===== src/hw/rtl/midpoint_line_rasterizer_macros.svh =====
// Assertion macros used by the rasterizer top level.
`ifndef MIDPOINT_LINE_RASTERIZER_MACROS_SVH
`define MIDPOINT_LINE_RASTERIZER_MACROS_SVH

// Same-cycle implication, clocked on clk, off during reset.
`define MLR_ASSERT_NOW(name, ante, cons, msg) \
	name: assert property (@(posedge clk) disable iff (!arst_n) (ante) |-> (cons)) \
		else $error(msg);

// Next-cycle implication, clocked on clk, off during reset.
`define MLR_ASSERT_NEXT(name, ante, cons, msg) \
	name: assert property (@(posedge clk) disable iff (!arst_n) (ante) |=> (cons)) \
		else $error(msg);

`endif


===== src/hw/rtl/mlr_pkg.sv =====
// Shared types and constants of the midpoint line rasterizer.
`default_nettype none
package mlr_pkg;

	localparam int COORD_BITS_DEF = 12;
	// headroom of the doubled line function over the coordinate width
	localparam int DEC_EXTRA = 6;

	localparam logic CMD_LOAD = 1'b0;
	localparam logic CMD_STEP = 1'b1;

	// octant class: steep = y is the major axis, neg = negative or zero slope
	typedef struct packed {
		logic steep;
		logic neg;
	} line_case_t;

endpackage
`default_nettype wire


===== src/hw/rtl/mlr_load.sv =====
// Endpoint ordering, classification and line coefficients for a load word.
`default_nettype none
module mlr_load
	import mlr_pkg::*;
#(
	parameter int CB = COORD_BITS_DEF
) (
	input  wire logic signed [CB-1:0] sx,
	input  wire logic signed [CB-1:0] sy,
	input  wire logic signed [CB-1:0] ex,
	input  wire logic signed [CB-1:0] ey,
	output logic signed [CB-1:0]      x0,
	output logic signed [CB-1:0]      y0,
	output logic signed [CB-1:0]      stop,
	output logic signed [CB:0]        coef_a,
	output logic signed [CB:0]        coef_b,
	output line_case_t                lcase
);

	logic signed [CB:0] dx, dy;
	logic        [CB:0] mag_dx, mag_dy;
	logic               steep, pos, start_first;
	logic signed [CB-1:0] x1, y1;

	always_comb begin
		dx = {sx[CB-1], sx} - {ex[CB-1], ex};
		dy = {sy[CB-1], sy} - {ey[CB-1], ey};
		mag_dx = dx[CB] ? -dx : dx;
		mag_dy = dy[CB] ? -dy : dy;
		steep = !(mag_dy < mag_dx);
		pos = (dx != '0) && (dy != '0) && (dx[CB] == dy[CB]);
		start_first = steep ? (sy < ey) : (sx < ex);
		if (start_first) begin
			x0 = sx; y0 = sy; x1 = ex; y1 = ey;
		end else begin
			x0 = ex; y0 = ey; x1 = sx; y1 = sy;
		end
		coef_a = {y0[CB-1], y0} - {y1[CB-1], y1};
		coef_b = {x1[CB-1], x1} - {x0[CB-1], x0};
		stop = steep ? y1 : x1;
		lcase.steep = steep;
		lcase.neg = !pos;
	end

endmodule
`default_nettype wire


===== src/hw/rtl/mlr_step.sv =====
// Midpoint decision and next-pixel update for one step word.
`default_nettype none
module mlr_step
	import mlr_pkg::*;
#(
	parameter int CB = COORD_BITS_DEF,
	parameter int DW = COORD_BITS_DEF + DEC_EXTRA
) (
	input  wire logic signed [CB-1:0] cur_x,
	input  wire logic signed [CB-1:0] cur_y,
	input  wire logic signed [CB-1:0] stop,
	input  wire logic signed [CB:0]   coef_a,
	input  wire logic signed [CB:0]   coef_b,
	input  wire logic signed [DW-1:0] fval,
	input  wire line_case_t           lcase,
	output logic signed [CB-1:0]      nxt_x,
	output logic signed [CB-1:0]      nxt_y,
	output logic signed [DW-1:0]      nxt_f,
	output logic                      is_last
);

	logic signed [DW-1:0] a_ext, b_ext, maj, mnr, mnr_sgn, dec;
	logic signed [CB-1:0] major, minor_step;
	logic                 take;

	always_comb begin
		// fval holds twice the line function at the current pixel
		a_ext = {{(DW-CB-1){coef_a[CB]}}, coef_a};
		b_ext = {{(DW-CB-1){coef_b[CB]}}, coef_b};
		maj = lcase.steep ? b_ext : a_ext;
		mnr = lcase.steep ? a_ext : b_ext;
		mnr_sgn = lcase.neg ? -mnr : mnr;
		dec = fval + (maj <<< 1) + mnr_sgn;
		take = dec[DW-1] ^ lcase.steep ^ lcase.neg;
		nxt_f = fval + (maj <<< 1) + (take ? (mnr_sgn <<< 1) : '0);

		major = lcase.steep ? cur_y : cur_x;
		is_last = (major >= stop);

		minor_step = lcase.neg ? -CB'(1) : CB'(1);
		if (lcase.steep) begin
			nxt_y = cur_y + CB'(1);
			nxt_x = take ? cur_x + minor_step : cur_x;
		end else begin
			nxt_x = cur_x + CB'(1);
			nxt_y = take ? cur_y + minor_step : cur_y;
		end
	end

endmodule
`default_nettype wire


===== src/hw/rtl/midpoint_line_rasterizer.sv =====
// Top level of the midpoint line rasterizer.
`default_nettype none
`include "midpoint_line_rasterizer_macros.svh"
// A load word (command 0) takes two signed endpoints, orders them along the
// major axis and classifies the line as shallow or steep and as positive or
// negative/zero slope; it gives no pixel and replaces any line in progress.
// Each step word (command 1) while a line is active gives one pixel, the first
// being the ordered first endpoint; the final endpoint comes with last set,
// after which steps give nothing until the next load. Rate: one word per
// cycle, load or step, while the sink does not stall; a word is held in the
// input register and its pixel is then registered in the result register.
// The per-step cost is a single add-and-sign test on the doubled line function,
// kept incrementally (it is zero at the first endpoint, which lies on the
// line), so no multiplier sits in the step path. Input stall rises only when
// the result register holds a pixel the sink is stalling.
module midpoint_line_rasterizer
	import mlr_pkg::*;
#(
	parameter int COORD_BITS = COORD_BITS_DEF
) (
	input  wire logic                          clk,
	input  wire logic                          arst_n,
	input  wire logic                          in_valid,
	output logic                               in_stall,
	input  wire logic                          command,
	input  wire logic signed [COORD_BITS-1:0]  start_x,
	input  wire logic signed [COORD_BITS-1:0]  start_y,
	input  wire logic signed [COORD_BITS-1:0]  end_x,
	input  wire logic signed [COORD_BITS-1:0]  end_y,
	output logic                               out_valid,
	input  wire logic                          out_stall,
	output logic signed [COORD_BITS-1:0]       pixel_x,
	output logic signed [COORD_BITS-1:0]       pixel_y,
	output logic                               last
);

	localparam int CB = COORD_BITS;
	localparam int DW = COORD_BITS + DEC_EXTRA;

	// input register
	logic                 valid_s1;
	logic                 cmd_s1;
	logic signed [CB-1:0] sx_s1, sy_s1, ex_s1, ey_s1;

	// line state
	logic signed [CB-1:0] cur_x_q, cur_y_q, stop_q;
	logic signed [CB:0]   coef_a_q, coef_b_q;
	logic signed [DW-1:0] f_q;
	line_case_t           lcase_q;
	logic                 active_q;

	// result register
	logic                 out_valid_q;
	logic signed [CB-1:0] pix_x_q, pix_y_q;
	logic                 last_q;

	// load path
	logic signed [CB-1:0] ld_x0, ld_y0, ld_stop;
	logic signed [CB:0]   ld_a, ld_b;
	line_case_t           ld_case;

	// step path
	logic signed [CB-1:0] st_x, st_y;
	logic signed [DW-1:0] st_f;
	logic                 st_last;

	logic out_free, fire, in_take, do_load, do_step;

	mlr_load #(.CB(CB)) u_load (
		.sx(sx_s1), .sy(sy_s1), .ex(ex_s1), .ey(ey_s1),
		.x0(ld_x0), .y0(ld_y0), .stop(ld_stop),
		.coef_a(ld_a), .coef_b(ld_b), .lcase(ld_case)
	);

	mlr_step #(.CB(CB), .DW(DW)) u_step (
		.cur_x(cur_x_q), .cur_y(cur_y_q), .stop(stop_q),
		.coef_a(coef_a_q), .coef_b(coef_b_q), .fval(f_q), .lcase(lcase_q),
		.nxt_x(st_x), .nxt_y(st_y), .nxt_f(st_f), .is_last(st_last)
	);

	// word in s1 moves on whenever the result register can take a pixel
	assign out_free = !out_valid_q || !out_stall;
	assign fire     = valid_s1 && out_free;
	assign in_stall = valid_s1 && !out_free;
	assign in_take  = in_valid && !in_stall;
	assign do_load  = fire && (cmd_s1 == CMD_LOAD);
	assign do_step  = fire && (cmd_s1 == CMD_STEP) && active_q;

	always_ff @(posedge clk or negedge arst_n) begin
		if (!arst_n) begin
			valid_s1 <= 1'b0;
		end else if (in_take) begin
			valid_s1 <= 1'b1;
		end else if (fire) begin
			valid_s1 <= 1'b0;
		end
	end

	always_ff @(posedge clk) begin
		if (in_take) begin
			cmd_s1 <= command;
			sx_s1  <= start_x;
			sy_s1  <= start_y;
			ex_s1  <= end_x;
			ey_s1  <= end_y;
		end
	end

	always_ff @(posedge clk or negedge arst_n) begin
		if (!arst_n) begin
			active_q <= 1'b0;
		end else if (do_load) begin
			active_q <= 1'b1;
		end else if (do_step && st_last) begin
			active_q <= 1'b0;
		end
	end

	// endpoint lies on the line, so the doubled line function starts at zero
	always_ff @(posedge clk) begin
		if (do_load) begin
			cur_x_q  <= ld_x0;
			cur_y_q  <= ld_y0;
			stop_q   <= ld_stop;
			coef_a_q <= ld_a;
			coef_b_q <= ld_b;
			lcase_q  <= ld_case;
			f_q      <= '0;
		end else if (do_step && !st_last) begin
			cur_x_q <= st_x;
			cur_y_q <= st_y;
			f_q     <= st_f;
		end
	end

	always_ff @(posedge clk or negedge arst_n) begin
		if (!arst_n) begin
			out_valid_q <= 1'b0;
		end else if (do_step) begin
			out_valid_q <= 1'b1;
		end else if (!out_stall) begin
			out_valid_q <= 1'b0;
		end
	end

	always_ff @(posedge clk) begin
		if (do_step) begin
			pix_x_q <= cur_x_q;
			pix_y_q <= cur_y_q;
			last_q  <= st_last;
		end
	end

	assign out_valid = out_valid_q;
	assign pixel_x   = pix_x_q;
	assign pixel_y   = pix_y_q;
	assign last      = last_q;

	`MLR_ASSERT_NOW(a_stall_needs_word, in_stall, valid_s1 && out_valid_q, "input stalled with no blocking pixel")
	`MLR_ASSERT_NEXT(a_load_arms, do_load, active_q && !out_valid_q || active_q && out_valid_q, "load did not arm the line")
	`MLR_ASSERT_NEXT(a_last_ends_line, do_step && st_last, !active_q && out_valid_q && last_q, "final pixel did not end the line")
	`MLR_ASSERT_NEXT(a_step_idle_no_pixel, fire && !do_load && !active_q && !out_valid_q, !out_valid_q, "pixel emitted while idle")

endmodule
`default_nettype wire

===== config.mk =====
export PLATFORM = sky130hd
export DESIGN_NAME = midpoint_line_rasterizer
export DESIGN_NICKNAME = d
export VERILOG_FILES = /design/src/hw/rtl/mlr_pkg.sv /design/src/hw/rtl/mlr_load.sv /design/src/hw/rtl/mlr_step.sv /design/src/hw/rtl/midpoint_line_rasterizer.sv
export VERILOG_INCLUDE_DIRS = /design/src /design/src/hw/rtl
export SDC_FILE = /design/constraint.sdc
export NUM_CORES = 1
export LEC_CHECK = 0
export ABC_AREA = 1
export BUFFER_PORTS_ARGS = -buffer_cell sky130_fd_sc_hd__clkbuf_2
export CORE_MARGIN = 2
export CORE_UTILIZATION = 53
export DETAILED_ROUTE_END_ITERATION = 8
export PLACE_DENSITY = 0.73
export SYNTH_ARGS = -nofsm -noshare
export SYNTH_HDL_FRONTEND = slang
export SYNTH_HIERARCHICAL = 1
export SYNTH_SLANG_ARGS = --single-unit

===== constraint.sdc =====
create_clock -name clk -period 8 [get_ports clk]
set_input_delay 0.4 -clock clk [delete_from_list [all_inputs] [get_ports clk]]
set_output_delay 0.4 -clock clk [all_outputs]
set_load 0.1 [all_outputs]

==> summary.txt, run 1 <==
Synth
  – Mean Syn Cell Area: 7.22 µm²
  – FFs w/ async S/R, synth: 1.89%
  – Post-Syn Area: 0.0145 mm²
  – Post-synth cell types: 50
  – Post-synth EDFFs: 138
  – Yosys warning total: 6
  – Synth Register Bits: 159
  – Mapped Cells: 2014
  – Post-Syn Nets: 2210
  – Sequential area share after synthesis: 31.5%
  – Main synth FF type: edfxtp_1

Worst setup path
  – Slowest stage delay, CP: 490 ps
  – Worst EP arrival: 7290 ps
  – Reg2Reg Depth: 42
  – Worst path required time: 8340 ps
  – Critical path's slowest cell: fa_1
  – WS Path Type: register to register
  – Reg2Reg Launch Point: lcase_q[1]$_DFFE_PP_
  – R2R Setup Slk: 1050 ps
  – Critical path endpoint category: register
  – Critical R2R Capture: f_q[16]$_SDFFE_PP0P_
  – Setup crit start kind: register
  – CP most frequent cell: nand2_1
  – Crit-path max FO: 35

Place
  – Dpl hpwl: 29400 µm
  – Placer Congestion: 0.952
  – # port buffers: 79

STA
  – Rel. slew slack: 27.8%
  – Final setup fails: 0
  – Fin crit share: 86.9%
  – Final min period: 6950 ps
  – Worst Tran Pin Value: 1080 ps
  – Clk_skew: 16.7 ps
  – Final Max Slew Viols: 0
  – Final Hold Fails: 0
  – FMAX: 0.144 GHz
  – RSZ-0062 raised after global routing: no
  – Setup TNS: 0 ps

Finish
  – Fraction of layout cells with a size suffix above 1: 8.63%
  – Layout area overhead: 7.61%
  – Diodes inserted: 0
  – Fill count: 2538
  – Layout Nets: 2257

Floorplan
  – Initial Utilization: 54.0%
  – Die Wd: 170 µm
  – Core area: 0.0270 mm²
  – IO Count: 80
  – Die Y: 170 µm
  – Die ar.: 0.0288 mm²
  – # rows: 60

Min path
  – Hold EP: ey_s1[6]$_DFFE_PP_
  – Hold Path Class: primary input to register
  – Min-delay src: end_y[6]
  – WHS Path Cells: 1

Drt
  – Aggregate routed wire length: 37100 µm
  – Via/cell ratio: 5.37
  – Vias: 13000
  – Residual DRC: 0
  – 1st-iter DRT viols: 1075
  – Wire length per cell: 15.4 µm
  – Post-route ant nets: 0
  – First drt pass iteration count: 5

Global routing
  – GRT Total Usage: 26.5%
  – Gr busiest metal: met2
  – Met3 GRT Util: 4.24%
  – Met1 Use GR: 36.8%
  – Pin count of the biggest net entering global routing: 65
  – Global-route met2 utilization: 42.3%
  – First-pass GRT wire length: 60500 µm
  – Grt total ovfl: 0
  – Vias in the first global route: 12100
  – Initial antenna violation count: 1

Flow run
  – MaxCap Viol Count: 0

Clock network
  – Clk root buf: clkbuf_16
  – H-tree depth: 4
  – Setup Buffers After CTS: 0
  – TritonCTS clock tree: done
  – CTS sink cnt: 159
  – Latest clock arrival within the worst-skew pair: 440 ps
  – Clock Path Buffers: 2
  – Num CTS Buffers: 17
  – Clock transition at the registers of the reported paths: 70 ps

Outcome
  – Status: finished, final reports clean
[layout by cell type (no fill, tap or decap), types with 3 or more instances in the layout]
cell type   netlist  final
nand2_1         653    653
inv_1           304    303
nand3_1         138    138
edfxtp_1        138    138
nor2_1          137    137
ha_1            106    106
xor2_1           83     83
a21oi_1          81     81
clkbuf_2          1     79
o21ai_0          74     74
fa_1             37     37
inv_2            21     22
nand4_1          22     22
xnor2_1          22     22
nand2_2          18     18
dfxtp_1          18     18
clkbuf_16         0     17
o211ai_1         15     15
nor3_1           12     12
buf_4            12      9
nand3b_1          9      9
o21ai_1           8      8
nand3_2           6      6
inv_6             0      5
a21o_1            5      5
or2_2             5      5
a31oi_1           5      5
clkinv_4          1      4
nor4_1            4      4
o21bai_1          4      4
o31ai_1           4      4
nor2_4            2      3
dfrtp_1           3      3
clkinvlp_4        0      3
a211oi_1          3      3
[layout make-up]
class | count | area [µm²] | area share, %
Multi-Input combinational cell | 1467 | 8370 | 53.5
Sequential cell | 159 | 4580 | 29.2
Inverter | 327 | 1230 | 7.87
Timing Repair Buffer | 89 | 473 | 3.02
Tap cell | 341 | 427 | 2.73
Clock buffer | 17 | 425 | 2.72
Clock inverter | 15 | 150 | 0.959
[how the worst max path moves through the flow]
stage	startpoint	slack, ps	cells past startpoint	end
global route	lcase_q[1]$_DFFE_PP_	320	42	f_q[16]$_SDFFE_PP0P_
detailed placement	lcase_q[1]$_DFFE_PP_	1090	42	f_q[16]$_SDFFE_PP0P_
finish	lcase_q[1]$_DFFE_PP_	1050	42	f_q[16]$_SDFFE_PP0P_
CTS	lcase_q[1]$_DFFE_PP_	1080	42	f_q[16]$_SDFFE_PP0P_
global placement	lcase_q[1]$_DFFE_PP_	1310	42	f_q[16]$_SDFFE_PP0P_
floorplan	lcase_q[1]$_DFFE_PP_	2130	43	f_q[16]$_SDFFE_PP0P_
[registers in the layout, summed over array words and instances, names as in the netlist]
register / flops
ex_s1: 12
valid_s1: 1
lcase_q: 2
pixel_x: 12
pixel_y: 12
active_q: 1
sx_s1: 12
stop_q: 12
cmd_s1: 1
ey_s1: 12
f_q: 18
cur_x_q: 12
cur_y_q: 12
coef_a_q: 13
coef_b_q: 13
sy_s1: 12
out_valid: 1
last: 1
[cells by family after synthesis]
kind of cell | synth area share (%)
AOI/OAI and AO/OA | 7.88
xor gates and xnor gates | 6.43
adders and majority gates | 14.2
buffers and inverters | 11.0
DFF | 31.5
and+or+nand+nor | 29.0
[routing by layer]
metal / up-vias / part of all wire [%]
li1: 6518 / -
met1: 5914 / 46
met2: 466 / 44
met3: 59 / 6.8
met4: 0 / 3.0
met5: - / 0
[cells in the mapped netlist (11+ instances only)]
| cell type | instances | area [µm²] |
|---|---|---|
| o211ai_1 | 15 | 113 |
| xnor2_1 | 22 | 193 |
| o21ai_0 | 74 | 370 |
| nand3_1 | 138 | 691 |
| fa_1 | 37 | 741 |
| nor2_1 | 137 | 514 |
| inv_1 | 304 | 1140 |
| buf_4 | 12 | 90.1 |
| a21oi_1 | 81 | 405 |
| nand2_2 | 18 | 113 |
| inv_2 | 21 | 78.8 |
| ha_1 | 106 | 1330 |
| xor2_1 | 83 | 727 |
| buf_2 | 29 | 145 |
| clkbuf_1 | 11 | 41.3 |
| nand4_1 | 22 | 138 |
| edfxtp_1 | 138 | 4140 |
| dfxtp_1 | 18 | 360 |
| nand2_1 | 653 | 2450 |
| nor3_1 | 12 | 60.1 |
[worst max-delay path, delay by kind of cell, from the launching register on]
family                   cells  cell delay, ps
flip-flops                   1             360
AND/OR/NAND/NOR             19            2060
buffers and inverters        8             940
adder cells (fa/ha/maj)      6            1990
AO/OA/AOI/OAI                8            1350
XOR/XNOR                     1             140
[metrics by stage]
stage	instances	worst slack [ps]	util (%)	hold slack (ps)	cell area, µm²
after CTS	2415	1080	58.1	120	15700
after detailed placement	2382	1090	55.9	204	15100
after global routing	2415	325	58.1	117	15700
final	2415	1050	58.1	131	15700
after floorplan	2014	2130	-	104	14500
after global placement	2382	1310	55.9	199	15100
[what timing repair did]
item	in CTS	in global routing
hold endpoints to repair	3	0
resized for setup	0	0
hold buffers	1	0
Power of run 1 is not shown: default switching activity piles up to over one toggle a cycle in this logic, so the estimate is an artifact.
==> inputs of run 2 (changes only) <==
--- a/config.mk
+++ b/config.mk
@@ -8,10 +8,12 @@
 export LEC_CHECK = 0
 export ABC_AREA = 1
 export BUFFER_PORTS_ARGS = -buffer_cell sky130_fd_sc_hd__clkbuf_2
+export CELL_PAD_IN_SITES_DETAIL_PLACEMENT = 2
+export CELL_PAD_IN_SITES_GLOBAL_PLACEMENT = 2
 export CORE_MARGIN = 2
-export CORE_UTILIZATION = 53
+export CORE_UTILIZATION = 37
 export DETAILED_ROUTE_END_ITERATION = 8
-export PLACE_DENSITY = 0.73
+export PLACE_DENSITY = 0.85
 export SYNTH_ARGS = -nofsm -noshare
 export SYNTH_HDL_FRONTEND = slang
 export SYNTH_HIERARCHICAL = 1
==> constraint.sdc (replaced) <==
create_clock -name clk -period 7.98 [get_ports clk]
set_input_delay 0.399 -clock clk [delete_from_list [all_inputs] [get_ports clk]]
set_output_delay 0.399 -clock clk [all_outputs]
set_load 0.1 [all_outputs]
==> run 2 against run 1 <==
Net effect: register-to-register slack worse by 360 ps; global-route usage is 0.75 points lower; design area is 1.6% higher; critical endpoint is now f_q[17]$_SDFFE_PP0P_; sequential share of layout area is 0.47 points lower; clock skew is 4.0 ps lower; setup slack worse by 360 ps; die area is 42% higher.
==> summary.txt, run 2 (synthesis gave the netlist of run 1 again) <==
Outcome
  – Status: finished, final reports clean

Worst setup path
  – Worst EP arrival: 7710 ps
  – Critical path's slowest cell: a221oi_1
  – Critical path endpoint category: register
  – Setup crit start kind: register
  – Worst path required time: 8410 ps
  – Crit-path max FO: 29
  – WS Path Type: register to register
  – R2R Setup Slk: 690 ps
  – Critical R2R Capture: f_q[17]$_SDFFE_PP0P_
  – Reg2Reg Depth: 38
  – Slowest stage delay, CP: 500 ps
  – Reg2Reg Launch Point: lcase_q[1]$_DFFE_PP_
  – CP most frequent cell: nand2_1

STA
  – Rel. slew slack: 19.9%
  – Clk_skew: 12.7 ps
  – Worst Tran Pin Value: 1200 ps
  – Final Hold Fails: 0
  – RSZ-0062 raised after global routing: yes
  – Fin crit share: 91.3%
  – Hold Slack: 77.1 ps
  – Final min period: 7290 ps
  – Final setup fails: 0
  – FMAX: 0.137 GHz
  – Final Max Slew Viols: 0

Floorplan
  – Die Y: 202 µm
  – IO Count: 80
  – Die Wd: 202 µm
  – Die ar.: 0.0409 mm²
  – Initial Utilization: 37.6%
  – # rows: 72
  – Core area: 0.0387 mm²

Min path
  – WHS Path Cells: 1
  – Hold Path Class: primary input to register
  – Hold EP: sy_s1[9]$_DFFE_PP_
  – Min-delay src: start_y[9]

Finish
  – Final core utilization: 41.1%
  – Diodes inserted: 0
  – Most frequent cells in the layout: 653 x nand2_1, 303 x inv_1, 138 x nand3_1, 138 x edfxtp_1, 137 x nor2_1
  – Reg with most FFs: f_q
  – Commonest non-fill, non-tap cell in the layout: nand2_1
  – Number of flip-flops in the largest register: 18
  – Fraction of layout cells with a size suffix above 1: 8.67%
  – Layout Nets: 2259
  – Biggest regs: f_q x18, coef_a_q x13, coef_b_q x13
  – Design Area, Final: 0.0159 mm²
  – Layout area overhead: 9.36%

Place
  – # port buffers: 79
  – Dpl hpwl: 41600 µm
  – Placed cell areas: 0.0153 mm²
  – Placer Congestion: 0.880

Global routing
  – First-pass GRT wire length: 82100 µm
  – Vias in the first global route: 15200
  – GRT Total Usage: 25.8%
  – Initial antenna violation count: 1
  – Grt total ovfl: 0
  – Pin count of the biggest net entering global routing: 65

Clock network
  – Latest clock arrival within the worst-skew pair: 490 ps
  – Num CTS Buffers: 17
  – Setup Buffers After CTS: 0
  – CTS sink cnt: 159
  – TritonCTS clock tree: done
  – Clock Path Buffers: 2
  – Clock transition at the registers of the reported paths: 70 ps
  – Clk root buf: clkbuf_16
  – H-tree depth: 4

Drt
  – Via/cell ratio: 5.23
  – Vias: 13600
  – Post-route ant nets: 0
  – First drt pass iteration count: 5
  – Residual DRC: 0
  – Wire length per cell: 19.7 µm
  – Aggregate routed wire length: 51000 µm
  – 1st-iter DRT viols: 497

Flow run
  – MaxCap Viol Count: 0
run 2: cell count changes in the layout (fill, tap and decap cells not counted), moves of 2 or more:
cell / delta
clkbuf_8: +4
clkbuf_1: +2
inv_8: -2
inv_6: -5
clkbuf_16: +2
clkinv_4: -2
buf_4: +2
run 2: stage by stage:
step | TNS [ps] | worst slack [ps] | std cells
2_1_floorplan | 0 | 2110 | 2014
3_3_place_gp | 0 | 1040 | 2561
3_5_place_dp | 0 | 600 | 2561
4_1_cts | 0 | 541 | 2594
5_1_grt | -4.75 | -4.75 | 2594
6_report | 0 | 695 | 2594
run 2: layout make-up:
class	count	area [µm²]
tap	518	648
inverter	327	1230
clock buffer	25	538
fill	4664	22800
timing repair buffer	91	488
clock inverter	7	48.8
multi-input combinational	1467	8370
sequential	159	4580
run 2: routing by layer:
layer | vias up | GRT usage, % | wire [µm]
met5 | - | 0 | 13
met4 | 2 | 8.97 | 1240
met3 | 78 | 4.43 | 1560
met2 | 208 | 45.0 | 25200
met1 | 6766 | 31.9 | 23000
li1 | 6504 | - | -
run 2: worst max-delay path by stage:
stage                                       to  slack (ps)            startpoint  cells after the start
final                     f_q[17]$_SDFFE_PP0P_         690  lcase_q[1]$_DFFE_PP_                     38
after global routing      f_q[16]$_SDFFE_PP0P_          -5  lcase_q[1]$_DFFE_PP_                     43
after CTS                 f_q[17]$_SDFFE_PP0P_         540  lcase_q[1]$_DFFE_PP_                     38
after detailed placement  f_q[17]$_SDFFE_PP0P_         600  lcase_q[1]$_DFFE_PP_                     38
after global placement    f_q[16]$_SDFFE_PP0P_        1040  lcase_q[1]$_DFFE_PP_                     43
after floorplan           f_q[16]$_SDFFE_PP0P_        2110  lcase_q[1]$_DFFE_PP_                     43
run 2: worst max-delay path: cells and delay by family, from the launching register on:
family                   cells  cell delay, ps
AO/OA/AOI/OAI                8            1850
adder cells (fa/ha/maj)      5            1750
buffers and inverters        6             730
flip-flops                   1             370
AND/OR/NAND/NOR             19            2500
run 2: repair_timing:
item                                    CTS  global route
endpoints found under the hold margin     3             0
endpoints found under the setup margin    0             4
resized for setup                         0             5
hold buffers                              1             0
Power of run 2 is left out for the same reason.
